### src/design/mrf_pkg.sv
// ----------------------------------------------------------------------------
// mrf_pkg
// Shared types, protocol constants and the CRC-16/Modbus byte update for the
// Modbus RTU request framer.
// ----------------------------------------------------------------------------
package mrf_pkg;

	typedef logic [7:0] byte_t;
	typedef logic [15:0] crc_t;

	localparam int FRAME_LEN = 8;
	localparam int BODY_LEN  = 6;
	localparam int IDX_W     = $clog2(FRAME_LEN);

	typedef logic [IDX_W-1:0] idx_t;
	typedef logic [BODY_LEN-1:0][7:0] frame_body_t;

	localparam idx_t IDX_CRC_LO = idx_t'(BODY_LEN);
	localparam idx_t IDX_CRC_HI = idx_t'(FRAME_LEN - 1);

	localparam crc_t  CRC_INIT       = 16'hFFFF;
	localparam crc_t  CRC_POLY       = 16'hA001;
	localparam byte_t FN_WRITE_COIL  = 8'h05;
	localparam byte_t FN_WRITE_REG   = 8'h06;
	localparam byte_t FN_READ        = 8'h03;
	localparam byte_t MODE_ADDR_HI   = 8'h10;
	localparam byte_t READ_QTY       = 8'h08;
	localparam byte_t COIL_ON_HI     = 8'hFF;
	localparam byte_t SLAVE_ADDR_RST = 8'h01;

	typedef enum logic [1:0] {
		ACT_WRITE_COIL  = 2'd0,
		ACT_SET_MODE    = 2'd1,
		ACT_READ_STATUS = 2'd2,
		ACT_RESERVED    = 2'd3
	} act_t;

	// One byte of CRC-16/Modbus, reflected, LSB first.
	function automatic crc_t crc_byte(input crc_t crc_in, input byte_t data);
		crc_t acc;
		acc = crc_in ^ {8'h00, data};
		for (int b = 0; b < 8; b++) begin
			if (acc[0]) begin
				acc = (acc >> 1) ^ CRC_POLY;
			end else begin
				acc = acc >> 1;
			end
		end
		return acc;
	endfunction

endpackage

### src/design/mrf_if.sv
// ----------------------------------------------------------------------------
// mrf_if
// Valid/ready channels of the framer: request in, frame byte out and the
// slave address write port.
// ----------------------------------------------------------------------------
interface mrf_req_if;
	logic       valid;
	logic       ready;
	logic [1:0] action;
	logic [3:0] relay_number;
	logic       coil_on;

	modport source (output valid, action, relay_number, coil_on, input ready);
	modport sink   (input valid, action, relay_number, coil_on, output ready);
endinterface

interface mrf_byte_if;
	logic       valid;
	logic       ready;
	logic [7:0] frame_byte;
	logic       last_byte;

	modport source (output valid, frame_byte, last_byte, input ready);
	modport sink   (input valid, frame_byte, last_byte, output ready);
endinterface

interface mrf_cfg_if;
	logic       valid;
	logic       ready;
	logic [7:0] slave_address;

	modport source (output valid, slave_address, input ready);
	modport sink   (input valid, slave_address, output ready);
endinterface

### src/design/mrf_req_stage.sv
// ----------------------------------------------------------------------------
// mrf_req_stage
// Request input register and frame body builder: holds one request and
// presents the six body bytes to the serialiser.
// ----------------------------------------------------------------------------
module mrf_req_stage (
	input  logic                 clk,
	input  logic                 arst_n,
	mrf_req_if.sink              req,
	input  mrf_pkg::byte_t       slave_addr,
	input  logic                 take,
	output logic                 body_valid,
	output mrf_pkg::frame_body_t body
);
	import mrf_pkg::*;

	logic       valid_s1;
	act_t       action_s1;
	logic [3:0] relay_s1;
	logic       coil_s1;
	byte_t      relay_lo;

	assign req.ready  = !valid_s1 || take;
	assign body_valid = valid_s1;

	always_ff @(posedge clk or negedge arst_n) begin
		if (!arst_n) begin
			valid_s1 <= 1'b0;
		end else if (req.ready) begin
			// drop the unused action code here
			valid_s1 <= req.valid && (req.action != ACT_RESERVED);
		end
	end

	always_ff @(posedge clk) begin
		if (req.ready && req.valid) begin
			action_s1 <= act_t'(req.action);
			relay_s1  <= req.relay_number;
			coil_s1   <= req.coil_on;
		end
	end

	assign relay_lo = byte_t'({4'd0, relay_s1}) - 8'd1;

	always_comb begin
		body[0] = slave_addr;
		unique case (action_s1)
			ACT_WRITE_COIL: begin
				body[1] = FN_WRITE_COIL;
				body[2] = 8'h00;
				body[3] = relay_lo;
				body[4] = coil_s1 ? COIL_ON_HI : 8'h00;
				body[5] = 8'h00;
			end
			ACT_SET_MODE: begin
				body[1] = FN_WRITE_REG;
				body[2] = MODE_ADDR_HI;
				body[3] = relay_lo;
				body[4] = 8'h00;
				body[5] = 8'h00;
			end
			ACT_READ_STATUS: begin
				body[1] = FN_READ;
				body[2] = MODE_ADDR_HI;
				body[3] = 8'h00;
				body[4] = 8'h00;
				body[5] = READ_QTY;
			end
			default: begin
				body[1] = 8'h00;
				body[2] = 8'h00;
				body[3] = 8'h00;
				body[4] = 8'h00;
				body[5] = 8'h00;
			end
		endcase
	end

endmodule

### src/design/mrf_serializer.sv
// ----------------------------------------------------------------------------
// mrf_serializer
// Sends a loaded frame body one byte per beat, folds each body byte into a
// running CRC-16/Modbus and appends the CRC low byte then high byte.
// ----------------------------------------------------------------------------
module mrf_serializer (
	input  logic                 clk,
	input  logic                 arst_n,
	input  logic                 body_valid,
	input  mrf_pkg::frame_body_t body,
	output logic                 take,
	mrf_byte_if.source           frame
);
	import mrf_pkg::*;

	logic        busy_q;
	idx_t        idx_q;
	frame_body_t body_q;
	crc_t        crc_q;
	logic        ov_q;
	byte_t       ob_q;
	logic        ol_q;
	logic        emit;
	logic        at_end;
	byte_t       cur_byte;

	assign emit   = busy_q && (!ov_q || frame.ready);
	assign at_end = (idx_q == IDX_CRC_HI);
	assign take   = body_valid && (!busy_q || (emit && at_end));

	assign frame.valid      = ov_q;
	assign frame.frame_byte = ob_q;
	assign frame.last_byte  = ol_q;

	always_comb begin
		unique case (idx_q)
			IDX_CRC_LO: cur_byte = crc_q[7:0];
			IDX_CRC_HI: cur_byte = crc_q[15:8];
			default:    cur_byte = body_q[idx_q];
		endcase
	end

	always_ff @(posedge clk or negedge arst_n) begin
		if (!arst_n) begin
			busy_q <= 1'b0;
			idx_q  <= '0;
			ov_q   <= 1'b0;
		end else begin
			if (take) begin
				busy_q <= 1'b1;
				idx_q  <= '0;
			end else if (emit) begin
				idx_q <= idx_q + idx_t'(1);
				if (at_end) begin
					busy_q <= 1'b0;
				end
			end
			if (emit) begin
				ov_q <= 1'b1;
			end else if (frame.ready) begin
				ov_q <= 1'b0;
			end
		end
	end

	always_ff @(posedge clk) begin
		if (take) begin
			body_q <= body;
			crc_q  <= CRC_INIT;
		end else if (emit && (idx_q < IDX_CRC_LO)) begin
			crc_q <= crc_byte(crc_q, cur_byte);
		end
		if (emit) begin
			ob_q <= cur_byte;
			ol_q <= at_end;
		end
	end

endmodule

### src/design/modbus_rtu_request_framer.sv
// ----------------------------------------------------------------------------
// modbus_rtu_request_framer
// Turns each request into an 8-byte Modbus RTU frame with CRC-16/Modbus.
// ----------------------------------------------------------------------------
// Channels: req takes one request beat (action, relay_number, coil_on); frame
// gives eight byte beats per request, slave address first, CRC low then high
// byte last, with last_byte high on the eighth. cfg writes the slave address
// (reset value 1); write it only while the block is idle.
// A request beat passes the request register, the serialiser body register
// and the output register in turn. Throughput: one byte per cycle while the
// receiver keeps ready high; the request register takes the next request
// while the current frame is still going out, so frames follow each other
// without a gap. The CRC advances one body byte per cycle with the serialiser
// and stalls with it. The unused action code is accepted and dropped.
// Reset clears the request register, serialiser and output register; no
// frame is in flight afterwards. When the receiver holds ready low the output
// byte holds, the serialiser stalls and req.ready falls once a request waits.
// ----------------------------------------------------------------------------
module modbus_rtu_request_framer (
	input  logic        clk,
	input  logic        arst_n,
	mrf_cfg_if.sink     cfg,
	mrf_req_if.sink     req,
	mrf_byte_if.source  frame
);
	import mrf_pkg::*;

	byte_t       slave_addr_q;
	logic        body_valid;
	logic        take;
	frame_body_t body;

	assign cfg.ready = 1'b1;

	always_ff @(posedge clk or negedge arst_n) begin
		if (!arst_n) begin
			slave_addr_q <= SLAVE_ADDR_RST;
		end else if (cfg.valid) begin
			slave_addr_q <= cfg.slave_address;
		end
	end

	mrf_req_stage u_req_stage (
		.clk        (clk),
		.arst_n     (arst_n),
		.req        (req),
		.slave_addr (slave_addr_q),
		.take       (take),
		.body_valid (body_valid),
		.body       (body)
	);

	mrf_serializer u_serializer (
		.clk        (clk),
		.arst_n     (arst_n),
		.body_valid (body_valid),
		.body       (body),
		.take       (take),
		.frame      (frame)
	);

endmodule

### src/flat_wrapper.sv
// flat-port wrapper written by rule: the top's interface ports become plain ports
module modbus_rtu_request_framer_flat import mrf_pkg::*;
  (clk, arst_n, cfg_valid, cfg_slave_address, cfg_ready, req_valid, req_action, req_relay_number, req_coil_on, req_ready, frame_valid, frame_frame_byte, frame_last_byte, frame_ready);
  mrf_cfg_if cfg_i ();
  mrf_req_if req_i ();
  mrf_byte_if frame_i ();
  input  logic clk;
  input  logic arst_n;
  input wire logic [$bits(cfg_i.valid)-1:0] cfg_valid;
  input wire logic [$bits(cfg_i.slave_address)-1:0] cfg_slave_address;
  output wire logic [$bits(cfg_i.ready)-1:0] cfg_ready;
  input wire logic [$bits(req_i.valid)-1:0] req_valid;
  input wire logic [$bits(req_i.action)-1:0] req_action;
  input wire logic [$bits(req_i.relay_number)-1:0] req_relay_number;
  input wire logic [$bits(req_i.coil_on)-1:0] req_coil_on;
  output wire logic [$bits(req_i.ready)-1:0] req_ready;
  output wire logic [$bits(frame_i.valid)-1:0] frame_valid;
  output wire logic [$bits(frame_i.frame_byte)-1:0] frame_frame_byte;
  output wire logic [$bits(frame_i.last_byte)-1:0] frame_last_byte;
  input wire logic [$bits(frame_i.ready)-1:0] frame_ready;
  assign cfg_i.valid = cfg_valid;
  assign cfg_i.slave_address = cfg_slave_address;
  assign cfg_ready = cfg_i.ready;
  assign req_i.valid = req_valid;
  assign req_i.action = req_action;
  assign req_i.relay_number = req_relay_number;
  assign req_i.coil_on = req_coil_on;
  assign req_ready = req_i.ready;
  assign frame_valid = frame_i.valid;
  assign frame_frame_byte = frame_i.frame_byte;
  assign frame_last_byte = frame_i.last_byte;
  assign frame_i.ready = frame_ready;
  modbus_rtu_request_framer u_core (.clk(clk), .arst_n(arst_n), .cfg(cfg_i), .req(req_i), .frame(frame_i));
endmodule
### config.mk
export PLATFORM = sky130hd
export DESIGN_NAME = modbus_rtu_request_framer_flat
export DESIGN_NICKNAME = d
export VERILOG_FILES = /design/src/design/mrf_pkg.sv /design/src/design/mrf_if.sv /design/src/design/mrf_req_stage.sv /design/src/design/mrf_serializer.sv /design/src/design/modbus_rtu_request_framer.sv /design/src/flat_wrapper.sv
export SDC_FILE = /design/constraint.sdc
export NUM_CORES = 1
export LEC_CHECK = 0
export BUFFER_PORTS_ARGS = -buffer_cell sky130_fd_sc_hd__buf_2
export CORE_MARGIN = 5
export CORE_UTILIZATION = 59
export DETAILED_ROUTE_END_ITERATION = 16
export GPL_TIMING_DRIVEN = 0
export PLACE_DENSITY = 0.8
export SLEW_MARGIN = 20
export SYNTH_ARGS = -nofsm -noshare
export SYNTH_HDL_FRONTEND = slang
export SYNTH_SLANG_ARGS = --single-unit
### constraint.sdc
create_clock -name clk -period 3.3 [get_ports clk]
set_clock_uncertainty 0.15 [all_clocks]
set_input_delay 0.825 -clock clk [delete_from_list [all_inputs] [get_ports clk]]
set_output_delay 0.825 -clock clk [all_outputs]
set_load 0.05 [all_outputs]
==> flow_metrics.env, run 1 <==
export IMPL_outcome="finished clean"
export IMPL_rows=26
export IMPL_numPortBuffers=29
export IMPL_synth_top_area_share_pct=31.7
export IMPL_cp_buffers_inverters=3
export IMPL_synth_commonest_cells="nand2_1, edfxtp_1, dfxtp_1, o211ai_1"
export IMPL_cts_buffers_inserted=9
export IMPL_hpwl_mm=4.84
export IMPL_yosysMostFrequentCell="nand2_1"
export IMPL_synth_top_flop_cell="edfxtp_1"
export IMPL_worst_path_stages=7
export IMPL_swShare_pct=39.5
export IMPL_final_layout_size_suffix_gt1_share_pct=24.5
export IMPL_synth_edf_count=34
export IMPL_tightest_slew_ns=0.832
export IMPL_p_seq_share_pct=29.5
export IMPL_synthDistinctLibCells=52
export IMPL_cts_hold_buf=0
export IMPL_p_comb_share_pct=53.5
export IMPL_cpPeakStageDelay_ns=0.43
export IMPL_r2r_slack_ns=0.18
export IMPL_path_clk_slew_ns=0.07
export IMPL_grt_pass1_vias=2308
export IMPL_drt_iter0_markers=145
export IMPL_start_util_pct=61.8
export IMPL_powerDensity_nw_per_um2=1170
export IMPL_internal_power_mw=2.60
export IMPL_htreeDepth=3
export IMPL_worstSetupPathType="reg2out"
export IMPL_end_kind="output port"
export IMPL_r2r_cells=11
export IMPL_p_leak_nw=1.48
export IMPL_antenna_left=0
export IMPL_synth_cell_area_um2=3220
export IMPL_clock_tree_root_cell="clkbuf_8"
export IMPL_finalCritPeriodShare_pct=95.7
export IMPL_coreArea_um2=5200
export IMPL_vias_per_cell=5.77
export IMPL_hp_class="in2async"
export IMPL_yosys_warnings=0
export IMPL_worstSetupStartpointType="register"
export IMPL_syn_nets=315
export IMPL_avgSynthCellArea_um2=11.2
export IMPL_clk_path_buf_depth=2
export IMPL_antenna_found_initial=0
export IMPL_cts_setup_buffers=0
export IMPL_rsz0062_at_grt="no"
export IMPL_area_growth_pct=13.9
export IMPL_vias=2313
export IMPL_drtPass1Iterations=4
export IMPL_power_total_mw=4.29
export IMPL_cp_cell_sequence="ha_1, ha_1, clkbuf_4, clkbuf_4, nand2_1, nand3_1, buf_2"
export IMPL_p_switching_mw=1.70
export IMPL_slew_headroom_pct=44.5
export IMPL_cap_viol_max_count=0
export IMPL_crit_arrival_ns=2.18
export IMPL_synth_area_top_cells="edfxtp_1, dfrtp_1, dfxtp_1, nand2_1, mux2_2"
export IMPL_critPathMaxFanout=18
export IMPL_die_x_um=83.9
export IMPL_cts_tree="built"
export IMPL_track_usage_pct=20.3
export IMPL_setup_violations=0
export IMPL_yosysSeqAreaShare_pct=52.6
export IMPL_dieHeight_um=83.9
export IMPL_dieArea_um2=7030
export IMPL_ir_drop_mv=0.740
export IMPL_overflow=0
export IMPL_nNetsFinal=354
export IMPL_io_pins=32
export IMPL_async_reset_ff_share_pct=21.9
export IMPL_wl_per_cell_um=16.8
export IMPL_clkPwrFrac_pct=16.9
export IMPL_num_antenna_cells=0
export IMPL_routed_wl_mm=6.74
export IMPL_gp_congestion=0.870
export IMPL_drcViolationCount=0
export IMPL_ys_seq_elements=64
export IMPL_fin_tns_setup_ns=0
export IMPL_clk_latency_ns=0.35
export IMPL_crit_family="buffers and inverters"
export IMPL_max_clock_freq_mhz=317
export IMPL_cpMaxStageDelayCell="dfrtp_1"
export IMPL_grt_first_pass_wirelength_mm=11.0
export IMPL_grt_max_degree=24
export IMPL_required_ns=2.32
export IMPL_yosysTopAreaCell="edfxtp_1"
export IMPL_finalHoldViolCount=0
export IMPL_cts_sinks=64
export IMPL_final_min_clock_period_ns=3.16
export IMPL_syn_instance_count=287
export IMPL_slew_violations=0
cell families after synthesis:
kind of cell,Yosys count,share of synthesized area (%)
AO/OA/AOI/OAI,44,9.64
AND/OR/NAND/NOR,106,17.5
buffers and inverters,23,3.62
other,1,0.117
multiplexers,20,6.80
flip-flops,64,52.6
XOR/XNOR,21,6.61
adder cells (fa/ha/maj),8,3.11
metrics by stage:
step | instance area, µm² | hold slack, ns | instances | setup slack [ns] | util [%]
global placement | 3450 | 0.279 | 386 | -0.0520 | 66.3
detailed placement | 3450 | 0.280 | 386 | -0.122 | 66.3
finish | 3670 | 0.225 | 401 | 0.141 | 70.4
floorplan | 3220 | 0.271 | 287 | 0.415 | -
CTS | 3660 | 0.233 | 401 | 0.0324 | 70.3
global route | 3670 | 0.245 | 401 | 0.0303 | 70.4
final timing paths:
kind / from / endpoint
min in group clk: u_core.slave_addr_q[2] / u_core.u_serializer.body_q[2]
worst max register to register: u_core.u_serializer.idx_q[1] / u_core.u_serializer.crc_q[0]
max in group asynchronous: arst_n / u_core.slave_addr_q[0]
worst min register to register: u_core.slave_addr_q[2] / u_core.u_serializer.body_q[2]
worst max-delay path: u_core.u_serializer.idx_q[1] / req_ready
worst min-delay path: arst_n / u_core.slave_addr_q[4]
cell type report:
type	count	area (µm²)
Inverter	8	30.0
Clock buffer	10	128
Tap cell	70	87.6
Fill cell	390	1540
Sequential cell	64	1690
Multi-Input combinational cell	200	1410
Buffer	14	90.1
Clock inverter	6	83.8
Timing Repair Buffer	29	145
routing by layer:
layer  GRT usage [%]  wire length (µm)
met3            4.84               413
met2            35.4              3520
met5               0                 0
met1            23.4              2640
met4            9.36               163
sequential cells by signal, summed over array words and instances, names as in the netlist:
signal and count:
u_core.u_req_stage.action_s1 2, u_core.u_req_stage.body_valid 1, u_core.u_serializer.idx_q 3, u_core.u_serializer.frame.last_byte 1, u_core.u_serializer.crc_q 16, u_core.u_req_stage.coil_s1 1
u_core.slave_addr_q 8, u_core.u_serializer.frame.frame_byte 8, u_core.u_serializer.body_q 18, u_core.u_req_stage.relay_s1 4, u_core.u_serializer.frame.valid 1, u_core.u_serializer.busy_q 1
worst register-to-register path: stages (launching register included):
cell and delay (ns):
dfrtp_1 0.43, ha_1 0.19, ha_1 0.17, clkbuf_4 0.28
clkbuf_2 0.27, nand2_1 0.11, o22ai_1 0.25, nor3_4 0.09
xnor2_1 0.46, xnor2_2 0.20, xnor3_1 0.35, o21ai_1 0.11
what timing repair did:
action / 4_1_cts / 5_1_grt
endpoints found under the hold margin: 0 / 0
resized for setup: 1 / 4
gates cloned: 0 / 0
endpoints found under the setup margin: 24 / 4
placed cells by master, fill, tap and decap left out, types with 2 or more instances in the layout:
cell	Yosys	layout
xnor2_1	12	12
buf_4	3	3
o22ai_1	7	7
inv_1	8	8
and4b_1	2	2
mux2i_1	7	7
ha_1	8	8
o211ai_1	16	16
nor3_1	8	8
nand3b_1	8	8
buf_6	2	2
and2_1	2	2
a21oi_1	8	8
xnor2_2	2	2
o21ai_0	3	3
edfxtp_1	34	34
mux2_2	12	12
clkinv_2	0	3
bufinv_16	0	2
nor4bb_1	2	2
nand2_1	49	49
nor3_2	2	2
nand3_1	6	6
nor2_1	13	13
nor3_4	2	2
clkbuf_8	0	9
clkbuf_4	0	2
dfxtp_1	16	16
xor2_1	6	6
nand2b_1	4	4
buf_2	3	31
clkbuf_1	5	5
dfrtp_1	13	13
power by group through the flow:
stage                     combinational, mW  sequential [mW]  clock [mW]
final                                  2.30             1.27       0.726
after global placement                 2.21             1.26           0
after CTS                              2.28             1.26       0.736
after detailed placement               2.26             1.28           0
after global routing                   2.49             1.29       0.774
after floorplan                        1.73             1.39           0
Note: power is estimated with default switching activity, not from simulation.
==> run 2: changes to the inputs <==
CTS_BUF_LIST = sky130_fd_sc_hd__clkbuf_4 sky130_fd_sc_hd__clkbuf_8 sky130_fd_sc_hd__clkbuf_16   (was not set)
==> flow_metrics.env, run 2 (same netlist as run 1, synthesis figures left out) <==
export IMPL_cap_viol_max_count=0
export IMPL_slew_violations=0
export IMPL_vias_per_cell=5.78
export IMPL_cts_tree="built"
export IMPL_cts_setup_buffers=0
export IMPL_gp_congestion=0.870
export IMPL_final_common_cell="nand2_1"
export IMPL_clk_path_buf_depth=2
export IMPL_grt_max_degree=24
export IMPL_coreArea_um2=5200
export IMPL_nNetsFinal=354
export IMPL_setup_slack_ns=0.141
export IMPL_cts_sinks=64
export IMPL_io_pins=32
export IMPL_post_place_cells=386
export IMPL_wl_per_cell_um=16.8
export IMPL_power_total_mw=4.30
export IMPL_overflow=0
export IMPL_worstSetupPathType="reg2out"
export IMPL_required_ns=2.32
export IMPL_num_antenna_cells=0
export IMPL_rows=26
export IMPL_p_leak_nw=1.48
export IMPL_grt_pass1_vias=2308
export IMPL_clock_tree_root_cell="clkbuf_8"
export IMPL_rsz0062_at_grt="no"
export IMPL_final_area_um2=3670
export IMPL_dieHeight_um=83.9
export IMPL_cp_buffers_inverters=3
export IMPL_final_layout_size_suffix_gt1_share_pct=24.8
export IMPL_final_min_clock_period_ns=3.16
export IMPL_whs_ns=0.225
export IMPL_hpwl_mm=4.84
export IMPL_fin_tns_setup_ns=0
export IMPL_numPortBuffers=29
export IMPL_drcViolationCount=0
export IMPL_drt_iter0_markers=145
export IMPL_area_growth_pct=14.0
export IMPL_top_regs="u_core.u_serializer.body_q x18, u_core.u_serializer.crc_q x16"
export IMPL_largest_register="u_core.u_serializer.body_q"
export IMPL_critPathMaxFanout=18
export IMPL_powerDensity_nw_per_um2=1170
export IMPL_crit_family="buffers and inverters"
export IMPL_htreeDepth=3
export IMPL_setup_violations=0
export IMPL_end_kind="output port"
export IMPL_placed_area_um2=3450
export IMPL_place_ws_ns=-0.122
export IMPL_vias=2317
export IMPL_dieArea_um2=7030
export IMPL_ir_drop_mv=0.740
export IMPL_clk_latency_ns=0.35
export IMPL_crit_arrival_ns=2.18
export IMPL_finalHoldViolCount=0
export IMPL_drtPass1Iterations=5
export IMPL_worstSetupStartpointType="register"
export IMPL_antenna_found_initial=0
export IMPL_tightest_slew_ns=0.833
export IMPL_path_clk_slew_ns=0.07
export IMPL_final_cell_mix="nand2_1, edfxtp_1, buf_2"
export IMPL_outcome="finished clean"
export IMPL_cp_cell_sequence="ha_1, ha_1, clkbuf_4, clkbuf_4, nand2_1, nand3_1, buf_2"
export IMPL_die_x_um=83.9
export IMPL_fin_util_pct=70.5
export IMPL_cpMaxStageDelayCell="dfrtp_1"
export IMPL_finalCritPeriodShare_pct=95.7
export IMPL_start_util_pct=61.8
export IMPL_layout_cells_non_filler=401
export IMPL_max_clock_freq_mhz=317
export IMPL_largest_reg_flops=18
export IMPL_slew_headroom_pct=44.4
export IMPL_track_usage_pct=20.3
export IMPL_routed_wl_mm=6.74
export IMPL_antenna_left=0
export IMPL_cpPeakStageDelay_ns=0.43
export IMPL_hp_class="in2async"
export IMPL_cts_buffers_inserted=9
export IMPL_grt_first_pass_wirelength_mm=11.0
run 2: what timing repair did:
action,CTS,global route
endpoints found under the setup margin,24,4
hold buffers,0,0
resized for setup,1,4
run 2: area by class of cell:
cell class / count / area [µm²]
Sequential cell: 64 / 1690
Tap cell: 70 / 87.6
Timing Repair Buffer: 29 / 145
Fill cell: 388 / 1540
Buffer: 14 / 90.1
Clock buffer: 10 / 131
Multi-Input combinational cell: 200 / 1410
Clock inverter: 6 / 83.8
Inverter: 8 / 30.0
run 2: metal layers:
metal / track usage [%] / part of all wire (%) / vias up
met5: 0 / 0 / -
met4: 9.36 / 2.4 / 0
met3: 4.84 / 6.0 / 13
met2: 35.4 / 52 / 83
met1: 23.4 / 39 / 1119
li1: - / - / 1102
run 2: power breakdown:
group / internal, mW / leakage [nW] / switching, mW
logic: 1.08 / 0.758 / 1.22
registers: 1.09 / 0.609 / 0.175
clock network: 0.431 / 0.113 / 0.305
total: 2.60 / 1.48 / 1.70
run 2: final timing paths:
path                                              start                             to  slack [ns]  cells past startpoint
max                        u_core.u_serializer.idx_q[1]                      req_ready        0.14                      7
min                                              arst_n         u_core.slave_addr_q[4]        0.22                      1
max reg2reg                u_core.u_serializer.idx_q[1]   u_core.u_serializer.crc_q[0]        0.17                     11
min reg2reg                      u_core.slave_addr_q[2]  u_core.u_serializer.body_q[2]        0.30                      0
max in group asynchronous                        arst_n         u_core.slave_addr_q[0]        2.47                      1
min in group clk                 u_core.slave_addr_q[2]  u_core.u_serializer.body_q[2]        0.30                      0
run 2: worst register-to-register path: cells and delay by family, from the launching register on:
family,cells,cell delay (ns)
fa+ha+maj,2,0.36
buf+inv,2,0.55
flops,1,0.43
simple gates,2,0.20
xor+xnor,3,1.01
compound gates,2,0.36
